--- src/design/ihp_pkg.sv ---
// ihp_pkg: shared types and constants for the IPv4 host text parser.
// No dependencies; imported by every ihp_* module and the top level.
package ihp_pkg;

    localparam int PART_W    = 33;
    localparam int NUM_PARTS = 4;
    localparam int ACC_W     = 64;
    localparam int OUT_W     = 40;

    localparam logic [7:0] CH_DOT  = 8'h2E;
    localparam logic [7:0] CH_ZERO = 8'h30;
    localparam logic [7:0] CH_X_LO = 8'h78;
    localparam logic [7:0] CH_X_UP = 8'h58;

    localparam logic [4:0] DIGIT_BAD = 5'd16;
    localparam logic [4:0] RADIX_OCT = 5'd8;
    localparam logic [4:0] RADIX_DEC = 5'd10;
    localparam logic [4:0] RADIX_HEX = 5'd16;

    localparam logic [2:0] COUNT_MAX = 3'd7;

    typedef logic [PART_W-1:0] part_val_t;

    typedef enum logic [2:0] {
        PH_START,
        PH_ZERO,
        PH_HEX,
        PH_OCT,
        PH_DEC
    } phase_t;

    typedef enum logic [1:0] {
        PE_NONE,
        PE_EMPTY,
        PE_INVALID
    } part_err_t;

    typedef enum logic [2:0] {
        ST_OK,
        ST_TOO_MANY,
        ST_EMPTY,
        ST_INVALID,
        ST_OVERFLOW
    } status_t;

    // summary of one finished string, handed from scan to result stage
    typedef struct packed {
        logic [2:0] count;
        part_err_t  first_err;
        logic       seen_above_255;
        logic       trailing;
    } fin_t;

endpackage

--- src/design/ihp_scan.sv ---
// ihp_scan: per-character parse state, digit accumulate and part store.
// Depends on ihp_pkg. Produces the end-of-string summary for ihp_result.
module ihp_scan (
    input  logic                    aclk,
    input  logic                    aresetn,
    input  logic                    take,
    input  logic [7:0]              ch,
    input  logic                    no_char,
    input  logic                    last,
    output logic                    fin_load,
    output ihp_pkg::fin_t           fin_next,
    output ihp_pkg::part_val_t [3:0] part_vals
);
    import ihp_pkg::*;

    logic [ACC_W-1:0] acc_reg;
    logic             wrap_reg;
    phase_t           phase_reg;
    logic             has_reg;
    logic             bad_reg;
    logic [2:0]       count_reg;
    part_err_t        first_err_reg;
    logic             seen_reg;
    part_val_t        pv_reg [NUM_PARTS];

    logic [ACC_W-1:0] acc_p;
    logic             wrap_p;
    phase_t           phase_p;
    logic             has_p;
    logic             bad_p;
    logic             feed;
    logic [4:0]       radix;
    logic [4:0]       digit;
    logic [ACC_W+3:0] acc_ext;
    logic [ACC_W+3:0] mul;
    logic [ACC_W+3:0] prod;
    logic             is_char;
    logic             dot;
    logic             trailing;
    logic             commit;
    part_err_t        err_p;
    part_err_t        first_err_next;
    logic             seen_next;
    logic [2:0]       count_next;
    part_val_t        cap_val;

    function automatic logic [4:0] digit_of(input logic [7:0] c);
        logic [4:0] d;
        d = DIGIT_BAD;
        if (c >= 8'h30 && c <= 8'h39) begin
            d = 5'(c - 8'h30);
        end else if (c >= 8'h61 && c <= 8'h66) begin
            d = 5'(c - 8'h61 + 8'd10);
        end else if (c >= 8'h41 && c <= 8'h46) begin
            d = 5'(c - 8'h41 + 8'd10);
        end
        return d;
    endfunction

    always_comb begin
        is_char = take && !no_char;
        dot     = is_char && (ch == CH_DOT);
        acc_p   = acc_reg;
        wrap_p  = wrap_reg;
        phase_p = phase_reg;
        has_p   = has_reg;
        bad_p   = bad_reg;
        feed    = 1'b0;
        radix   = RADIX_DEC;
        if (is_char && !dot) begin
            has_p = 1'b1;
            case (phase_reg)
                PH_START: begin
                    if (ch == CH_ZERO) begin
                        phase_p = PH_ZERO;
                    end else begin
                        phase_p = PH_DEC;
                        feed    = 1'b1;
                    end
                end
                PH_ZERO: begin
                    if (ch == CH_X_LO || ch == CH_X_UP) begin
                        phase_p = PH_HEX;
                    end else begin
                        phase_p = PH_OCT;
                        feed    = 1'b1;
                        radix   = RADIX_OCT;
                    end
                end
                PH_HEX: begin
                    feed  = 1'b1;
                    radix = RADIX_HEX;
                end
                PH_OCT: begin
                    feed  = 1'b1;
                    radix = RADIX_OCT;
                end
                default: begin
                    feed = 1'b1;
                end
            endcase
        end

        digit   = digit_of(ch);
        acc_ext = {4'b0000, acc_reg};
        case (radix)
            RADIX_HEX: mul = acc_ext << 4;
            RADIX_OCT: mul = acc_ext << 3;
            default:   mul = (acc_ext << 3) + (acc_ext << 1);
        endcase
        prod = mul + {{(ACC_W-1){1'b0}}, digit};

        if (feed) begin
            if (digit >= radix) begin
                bad_p = 1'b1;
            end else begin
                acc_p = prod[ACC_W-1:0];
                if (prod[ACC_W+3:ACC_W] != 4'd0) begin
                    wrap_p = 1'b1;
                end
            end
        end

        // a dot on the final transfer closes a part and leaves a trailing empty one
        trailing = take && last && (dot || (!has_p && count_reg != 3'd0));
        commit   = dot || (take && last && !trailing);

        if (!has_p) begin
            err_p = PE_EMPTY;
        end else if (bad_p || wrap_p) begin
            err_p = PE_INVALID;
        end else begin
            err_p = PE_NONE;
        end

        first_err_next = first_err_reg;
        seen_next      = seen_reg;
        count_next     = count_reg;
        if (commit) begin
            if (first_err_reg == PE_NONE) begin
                first_err_next = err_p;
            end
            if (err_p == PE_NONE && acc_p[ACC_W-1:8] != '0) begin
                seen_next = 1'b1;
            end
            if (count_reg != COUNT_MAX) begin
                count_next = count_reg + 3'd1;
            end
        end

        cap_val = (acc_p[ACC_W-1:32] != '0) ? {1'b1, 32'd0} : {1'b0, acc_p[31:0]};

        fin_load                = take && last;
        fin_next.count          = count_next;
        fin_next.first_err      = first_err_next;
        fin_next.seen_above_255 = seen_next;
        fin_next.trailing       = trailing;
    end

    always_ff @(posedge aclk) begin
        if (!aresetn || (take && last)) begin
            acc_reg       <= '0;
            wrap_reg      <= 1'b0;
            phase_reg     <= PH_START;
            has_reg       <= 1'b0;
            bad_reg       <= 1'b0;
            count_reg     <= '0;
            first_err_reg <= PE_NONE;
            seen_reg      <= 1'b0;
        end else if (take) begin
            count_reg     <= count_next;
            first_err_reg <= first_err_next;
            seen_reg      <= seen_next;
            if (commit) begin
                acc_reg   <= '0;
                wrap_reg  <= 1'b0;
                phase_reg <= PH_START;
                has_reg   <= 1'b0;
                bad_reg   <= 1'b0;
            end else begin
                acc_reg   <= acc_p;
                wrap_reg  <= wrap_p;
                phase_reg <= phase_p;
                has_reg   <= has_p;
                bad_reg   <= bad_p;
            end
        end
    end

    always_ff @(posedge aclk) begin
        if (commit && err_p == PE_NONE && !count_reg[2]) begin
            pv_reg[count_reg[1:0]] <= cap_val;
        end
    end

    always_comb begin
        for (int i = 0; i < NUM_PARTS; i++) begin
            part_vals[i] = pv_reg[i];
        end
    end

endmodule

--- src/design/ihp_result.sv ---
// ihp_result: end-of-string summary register, status/address assembly and
// output register. Depends on ihp_pkg; reads the part store of ihp_scan.
module ihp_result (
    input  logic                     aclk,
    input  logic                     aresetn,
    input  logic                     fin_load,
    input  ihp_pkg::fin_t            fin_next,
    input  ihp_pkg::part_val_t [3:0] part_vals,
    output logic                     fin_ready,
    output logic                     m_tvalid,
    input  logic                     m_tready,
    output logic [ihp_pkg::OUT_W-1:0] m_tdata
);
    import ihp_pkg::*;

    logic             fin_valid_reg;
    fin_t             fin_reg;
    logic             m_valid_reg;
    logic [OUT_W-1:0] m_data_reg;

    logic             fin_move;
    status_t          status;
    logic             ovf;
    logic [31:0]      address;
    logic [31:0]      addr_raw;
    logic             verr;

    assign fin_move  = fin_valid_reg && (!m_valid_reg || m_tready);
    assign fin_ready = !fin_valid_reg || !m_valid_reg || m_tready;

    always_comb begin
        ovf      = 1'b0;
        addr_raw = '0;
        case (fin_reg.count)
            3'd1: begin
                ovf      = part_vals[0][32];
                addr_raw = part_vals[0][31:0];
            end
            3'd2: begin
                ovf      = (part_vals[0][32:8] != '0) || (part_vals[1][32:24] != '0);
                addr_raw = {part_vals[0][7:0], part_vals[1][23:0]};
            end
            3'd3: begin
                ovf      = (part_vals[0][32:8] != '0) || (part_vals[1][32:8] != '0)
                        || (part_vals[2][32:16] != '0);
                addr_raw = {part_vals[0][7:0], part_vals[1][7:0], part_vals[2][15:0]};
            end
            3'd4: begin
                ovf      = (part_vals[0][32:8] != '0) || (part_vals[1][32:8] != '0)
                        || (part_vals[2][32:8] != '0) || (part_vals[3][32:8] != '0);
                addr_raw = {part_vals[0][7:0], part_vals[1][7:0],
                            part_vals[2][7:0], part_vals[3][7:0]};
            end
            default: begin
                ovf = 1'b1;
            end
        endcase

        if (fin_reg.count > 3'd4) begin
            status = ST_TOO_MANY;
        end else if (fin_reg.first_err == PE_EMPTY) begin
            status = ST_EMPTY;
        end else if (fin_reg.first_err == PE_INVALID) begin
            status = ST_INVALID;
        end else if (ovf) begin
            status = ST_OVERFLOW;
        end else begin
            status = ST_OK;
        end

        address = (status == ST_OK) ? addr_raw : 32'd0;
        verr    = (status != ST_OK) || fin_reg.trailing || fin_reg.seen_above_255;
    end

    always_ff @(posedge aclk) begin
        if (!aresetn) begin
            fin_valid_reg <= 1'b0;
            m_valid_reg   <= 1'b0;
        end else begin
            if (fin_load) begin
                fin_valid_reg <= 1'b1;
            end else if (fin_move) begin
                fin_valid_reg <= 1'b0;
            end
            if (fin_move) begin
                m_valid_reg <= 1'b1;
            end else if (m_tready) begin
                m_valid_reg <= 1'b0;
            end
        end
    end

    always_ff @(posedge aclk) begin
        if (fin_load) begin
            fin_reg <= fin_next;
        end
        if (fin_move) begin
            m_data_reg <= {4'b0000, verr, status, address};
        end
    end

    assign m_tvalid = m_valid_reg;
    assign m_tdata  = m_data_reg;

endmodule

--- src/design/ipv4_host_text_parser.sv ---
// ipv4_host_text_parser: top level, parses dotted host text into an IPv4 address.
// Depends on ihp_pkg, ihp_scan and ihp_result.
//
//  channel | dir | tdata (low bit up)                          | tuser    | tlast
//  s_      | in  | ch[7:0]                                     | no_char  | last
//  m_      | out | address[31:0], status[34:32], verr[35], pad | -        | -
//
// One character transfer per cycle while s_tready is high; the scan state updates on acceptance.
// The result of the transfer with tlast set passes through the summary register
// and then the output register.
// s_tready drops only while both the summary and output registers hold
// results and m_tready is low.
// aresetn is synchronous, active low, and clears all control state.
module ipv4_host_text_parser (
    input  logic        aclk,
    input  logic        aresetn,
    input  logic        s_tvalid,
    output logic        s_tready,
    input  logic [7:0]  s_tdata,   // ch[7:0]
    input  logic [0:0]  s_tuser,   // no_char
    input  logic        s_tlast,
    output logic        m_tvalid,
    input  logic        m_tready,
    output logic [39:0] m_tdata    // address[31:0], status[34:32], verr[35], zeros
);
    import ihp_pkg::*;

    logic                 take;
    logic                 fin_load;
    fin_t                 fin_next;
    part_val_t [3:0]      part_vals;
    logic                 fin_ready;

    assign s_tready = fin_ready;
    assign take     = s_tvalid && fin_ready;

    ihp_scan u_scan (
        .aclk      (aclk),
        .aresetn   (aresetn),
        .take      (take),
        .ch        (s_tdata),
        .no_char   (s_tuser[0]),
        .last      (s_tlast),
        .fin_load  (fin_load),
        .fin_next  (fin_next),
        .part_vals (part_vals)
    );

    ihp_result u_result (
        .aclk      (aclk),
        .aresetn   (aresetn),
        .fin_load  (fin_load),
        .fin_next  (fin_next),
        .part_vals (part_vals),
        .fin_ready (fin_ready),
        .m_tvalid  (m_tvalid),
        .m_tready  (m_tready),
        .m_tdata   (m_tdata)
    );

endmodule

--- config.mk ---
export PLATFORM = sky130hd
export DESIGN_NAME = ipv4_host_text_parser
export DESIGN_NICKNAME = d
export VERILOG_FILES = /design/src/design/ihp_pkg.sv /design/src/design/ihp_scan.sv /design/src/design/ihp_result.sv /design/src/design/ipv4_host_text_parser.sv
export SDC_FILE = /design/constraint.sdc
export NUM_CORES = 1
export LEC_CHECK = 0
export BUFFER_PORTS_ARGS = -buffer_cell sky130_fd_sc_hd__buf_4
export CORE_MARGIN = 1
export CORE_UTILIZATION = 65
export DETAILED_ROUTE_END_ITERATION = 8
export PLACE_DENSITY = 0.81
export SYNTH_ARGS = -nofsm -noshare
export SYNTH_HDL_FRONTEND = slang
export SYNTH_SLANG_ARGS = --single-unit
export TNS_END_PERCENT = 5
--- constraint.sdc ---
create_clock -name aclk -period 14 [get_ports aclk]
set_input_delay 1.4 -clock aclk [delete_from_list [all_inputs] [get_ports aclk]]
set_output_delay 1.4 -clock aclk [all_outputs]
set_load 0.01 [all_outputs]
# == Yosys cells after proc, flatten, opt, wreduce, memory -nomap -nowiden ==
# Memory sizes are Yosys's and may differ from the RTL's.
# Index checks and enable logic that the tools add are counted.
# totals
register_bits,121
latch_bits,0
ram_bits,132
romBits,0
out_inout_bits,42
elab_cells,156
mem_count,1
# op_classes
add_sub_neg,8
mul,0
div_mod_pow,0
n_lt_le_gt_ge,8
n_eq_ne,16
shift,0
muxes,49
n_bitwise,0
reduce_logical,58
# memory_table
name,words,word_bits,read_ports,rd_clocked_by_memory_dff,write_ports,line,text
u_scan.pv_reg,4,33,4,0,1,ihp_scan.sv:24,part_val_t pv_reg [NUM_PARTS];
# ops
cell,count
64-bit 2-to-1 mux,3
68-bit one-hot mux with 2 select lines,1
32-bit one-hot mux with 4 select lines,1
25-bit nonzero test,4
67-bit by 65-bit adder with 68-bit output,1
68-bit by 5-bit adder with 68-bit output,1
56-bit nonzero test,1
33-bit 2-to-1 mux,1
32-bit nonzero test,1
3-bit 2-to-1 mux,9
1-bit 2-to-1 mux,21
5-bit 2-to-1 mux,4
17-bit nonzero test,1
"8-bit by 6-bit == test with 1-bit output, second input constant",2
"8-bit by 7-bit == test with 1-bit output, second input constant",2
"8-bit by 7-bit greater-or-equal comparator with 1-bit output, second input constant",2
"8-bit by 7-bit less-or-equal comparator with 1-bit output, second input constant",2
1-bit logical AND,15
1-bit logical OR,15
5-bit one-hot mux with 3 select lines,1
"3-bit by 2-bit == test with 1-bit output, second input constant",4
"5-bit by 4-bit adder with 5-bit output, second input constant",2
2-bit 2-to-1 mux,5
"5-bit by 1-bit subtractor with 5-bit output, second input constant",2
24 further kinds,38

# == Longest topological paths before layout ==
# logic_depth
word_depth,24
mapped_depth,30
ltp_nobuf,23

# == Cells and area by module ==
# From an unflattened synthesis, not the netlist that was laid out.
# unflattened
cells_unflattened,2319
hier_area_um2,19787.7
# modules_own_cells
module,n_inst,cells_each,area_each_um2,seq_area_each_um2
ihp_scan,1,1995,16559.6,5485.3
ihp_result,1,323,3221.8,1331.3
ipv4_host_text_parser,1,1,6.3,0.0

# == Least setup slack after synthesis ==
# Ideal clock, no wire load.
# synth_timing
kind,input to register
startpoint,in s_tdata[0]
endpoint,"mem u_scan.pv_reg[1][0] (netlist bit), enable pin"
setup_time_ns,0.393
t_arrival_ns,7.266
required_ns,13.607
path_slack_ns,6.341
stages,27
path_buffers,6
cell_sequence,inv_1 -> ha_1 -> nand4b_4 -> o21ai_4 -> nor3_4 -> inv_2 -> buf_6 -> buf_6 -> buf_2 -> clkbuf_1 -> buf_1 -> buf_1 -> o21ai_0 -> ha_1 -> a21oi_1 -> nor2b_1 -> o22ai_1 -> nor4_4 -> and2_1 -> nand4_1 -> nor4_4 -> nand3_1 -> nor4_1 -> a31oi_1 -> nor4b_1 -> nor2b_1 -> and2_1
# synth_via
elab_chain_len,20
elab_cells_between_ends,59
classes_between,add/sub: 6; order compare: 7; eq/ne: 6; mux: 21; reduce/logical: 19
# synth_lines
item,line,text
"start, declared",ipv4_host_text_parser.sv:19,"input logic [7:0] s_tdata,"
"parallel branches: the longest is 16 deep, another holds 68-bit by 5-bit adder with 68-bit output",n/a,
1-bit logical AND * (2 in a row),ihp_scan.sv:191,if (commit && err_p == PE_NONE && !count_reg[2]) begin
1-bit 2-to-1 mux *,ihp_scan.sv:191,
1-bit 2-to-1 mux (implied by the code) *,ihp_scan.sv:192,pv_reg[count_reg[1:0]] <= cap_val;
"end, declared",ihp_scan.sv:24,
# Every way passes the cells marked *.

# == Final worst setup path ==
# layout_timing
startpoint,in s_tdata[0]
endpoint,"mem u_scan.pv_reg[1][20] (netlist bit), data pin"
# layout_via
elab_chain_len,12
elab_cells_between_ends,41
classes_between,add/sub: 6; order compare: 7; eq/ne: 6; mux: 14; reduce/logical: 8
# layout_lines
item,line,text
"parallel branches: the longest is 9 deep, another holds 68-bit by 5-bit adder with 68-bit output",n/a,
64-bit 2-to-1 mux *,ihp_scan.sv:113,if (feed) begin
32-bit nonzero test,ihp_scan.sv:151,"cap_val = (acc_p[ACC_W-1:32] != '0) ? {1'b1, 32'd0} : {1'b0, acc_p[31:0]};"
33-bit 2-to-1 mux *,ihp_scan.sv:151,
via u_scan.cap_val[20],ihp_scan.sv:45,part_val_t cap_val;
# Mark *: on every way through the listed nets, which the timed path passes.

==> summary.txt <==
Cells and area
  – Area Growth Syn to Fin: 5.804%
  – Number of flip-flops under the largest register name: 132
  – Total Nets Final: between 2,000 and 2,500
  – Most frequent cells in the layout: 266 x nor2_1, 175 x edfxtp_1, 154 x nand2_1
  – Most common cell after layout, fill and taps aside: nor2_1
  – Layout cells sized above 1: 10.72%

GRT
  – Pin count of the biggest net entering global routing: around 80
  – Remaining Overflow, GRT: 0
  – Vias in the first global route: 16,050
  – First-pass GRT wire length: about 90,000 um
  – Initial antenna violation count: 1
  – GR Util All Layers: approximately two fifths

Yosys
  – Ys async rst share: 0%
  – FF+latch count, synth: between 200 and 300
  – Netlist cell types: approximately 120
  – Post-synth top flop: edfxtp_1
  – EDFF count, synth: 175
  – Synth top area share: between 20% and 30%
  – Synth Warn #: 0
  – Synth Area per Inst: 8.904 um^2
  – Cells after synthesis: 2,109
  – Mapped Area: roughly 19,000 um^2
  – Register area share after synthesis: 36.30%
  – Cell taking the most area after synthesis: edfxtp_1
  – Synth top area cells: edfxtp_1 28%, dfxtp_1 8.3%, ha_1 5.3%

Critical path
  – WP data required: roughly 14 ns
  – Crit path arrival time: roughly 8 ns
  – Worst-path maximum fanout: between 70 and 80
  – Crit path capture type: flip-flop
  – CP Launch Type: input pin
  – Critical path class: input pin to flip-flop

STA
  – Worst-Margin Slew: ~1.2 ns
  – Fmax: around 130 MHz
  – Worst Skew: between 0.01 and 0.015 ns
  – Final cycle utilization of the critical path: a little under three fifths
  – Count of final setup violators: 0
  – Setup tns final: 0 ns
  – Max-slew headroom: approximately 20%
  – Final hold viol count: 0
  – Worst hold slack: 0.5129 ns
  – Slew Limit Fails: 0
  – RSZ-0062 raised after global routing: no
  – Crit path time final: roughly 8 ns

Drt
  – Drt drc: 0
  – Initial DRC count: 2,430
  – Via/cell ratio: a little over 7
  – Via Count: about 18,000
  – Final WL: slightly below 60,000 um
  – Post-DRT Antenna Nets: 0
  – Wire length per cell: between 20 and 25 um
  – DRT Pass-1 Iters: 6

Pwr
  – Static Leak: between 7 and 8 nW
  – Pwr dens: 75.48 nW/um^2
  – VDD IR max: between 70 and 80 uV
  – Pint: about 1.2 mW
  – Sw frac: a little under a quarter
  – Clock power frac: between 30% and 40%
  – Switch Pwr: 0.3409 mW
  – Sequential power share: around 54%
  – Power share of the combinational group: ~6.2%

Job
  – Max Cap Viol: 0

Floorplanning
  – Ports: 56
  – Die H: about 170 um
  – Die area: 29,570 um^2
  – # rows: 61
  – Placeable Area: around 28,000 um^2
  – Initial Util: between 60% and 70%
  – Chip width: around 170 um

Clock tree
  – Hold-fix buffers, CTS: 0
  – Setup Buffers After CTS: 0
  – Clock transition at the registers of the reported paths: about 0.07 ns
  – Root Driver: clkbuf_16
  – CTS tree: done
  – Htree depth: 1
  – Sink Count: 253
  – CTS Buf Count: 22
  – Clk Latency, worst-skew pair: 0.51 ns
  – Clock buffer depth: 3
  – Post-CTS Resized: 0

Placement
  – DP HPWL: roughly 44,000 um
  – GP Congestion: roughly 1.0
  – I/O Buffers: 51

Outcome
  – Status: completed

Min path
  – Hold/Removal Path Class: flip-flop to flip-flop
through the flow:
step | total power [mW] | instances | setup slack, ns | area, um^2 | utilization, %
floorplan | 0.8900 | 2112 | 6.341 | 18790 | -
global placement | 0.9135 | 2428 | 6.028 | 19150 | 68.19
detailed placement | 0.9154 | 2428 | 5.764 | 19150 | 68.19
CTS | 1.499 | 2468 | 6.268 | 19870 | 70.73
global route | 1.535 | 2468 | 5.704 | 19870 | 70.73
finish | 1.500 | 2469 | 6.091 | 19870 | 70.74
cell usage after synthesis, types with 10 or more instances:
master      n
xnor2_1    50
a31oi_1    13
nand2_1   155
o22a_1     17
buf_1      13
and3_1     15
nor3_1     58
o31ai_1    10
edfxtp_1  175
xor2_1     25
o221ai_1   10
dfxtp_1    78
and4_1     13
nor2_1    266
buf_4      25
nand3_1    44
o21a_1     22
ha_1       80
inv_1      38
a21oi_1   153
a21o_1     31
clkbuf_1   68
a211oi_1   27
nor2b_1    23
o21ai_1    10
or3_1      30
a221oi_1   15
o21ai_0    97
or4_1      14
buf_2      17
a22oi_1    28
nor4_1     47
and2_1     26
nand4_1    70
o211ai_1   12
mux2i_1    28
o22ai_1    40
nor3_2     33
logic make-up (layout without fill, tap and decap cells):
family	count (synthesis)	count (layout)	synth area share [%]
and+or+nand+nor	870	870	25.35
DFF	253	253	36.30
other	1	5	0.01997
muxes	36	36	1.992
AOI/OAI and AO/OA	619	619	22.87
adders and majority gates	82	82	5.544
xor gates and xnor gates	75	75	3.498
buffers and inverters	173	151	4.418
worst max-delay path, stage by stage:
cell	delay, ns
buf_4	0.13
inv_1	0.16
ha_1	0.22
nand4b_2	0.16
o22ai_2	0.26
nor3_4	0.06
inv_2	0.12
buf_4	0.65
o32a_2	0.28
o21ai_2	0.07
nor4_2	0.82
nand4_1	0.36
nor4_1	0.58
nand3_1	0.18
xnor2_1	0.19
o32a_1	0.20
or4b_4	0.57
nor4_4	0.34
nand4_4	0.69
nor3b_1	0.66
final timing paths:
check                                         to  cells past startpoint  slack, ns                      startpoint
setup reg to reg  u_scan.pv_reg[1][20]$_DFFE_PP_                     17       6.31  u_scan.acc_reg[2]$_SDFFE_PP0N_
setup / recovery  u_scan.pv_reg[1][20]$_DFFE_PP_                     20       6.09                      s_tdata[0]
hold / removal    u_result.m_tdata[35]$_DFFE_PP_                      1       0.51   u_result.fin_reg[0]$_DFFE_PP_
hold reg to reg   u_result.m_tdata[35]$_DFFE_PP_                      1       0.51   u_result.fin_reg[0]$_DFFE_PP_
metal layers:
| layer | vias up | GRT usage (%) | routed length [um] | part of all wire (%) |
|---|---|---|---|---|
| met5 | - | 0 | 0 | 0 |
| met4 | 0 | 16.04 | 2394 | 4.1 |
| met3 | 155 | 6.409 | 6723 | 11 |
| met2 | 1107 | 62.50 | 26350 | 45 |
| met1 | 8376 | 53.62 | 23150 | 39 |
| li1 | 8041 | - | - | - |
power groups by stage:
| stage | logic, mW | registers, mW | clock network, mW |
|---|---|---|---|
| after CTS | 0.0917 | 0.808 | 0.599 |
| final | 0.0936 | 0.809 | 0.597 |
| after global routing | 0.101 | 0.809 | 0.625 |
| after floorplan | 0.0666 | 0.823 | 0 |
| after global placement | 0.0892 | 0.824 | 0 |
| after detailed placement | 0.0909 | 0.825 | 0 |
cell type report:
type | count | area, um^2
multi-input combinational | 1686 | 11180
fill | 2164 | 8219
sequential | 253 | 6817
clock buffer | 30 | 643.1
timing repair buffer | 71 | 533.0
tap | 378 | 473.0
inverter | 40 | 150.1
clock inverter | 10 | 70.07
antenna | 1 | 2.502
Note: power is estimated with default switching activity, not from simulation.
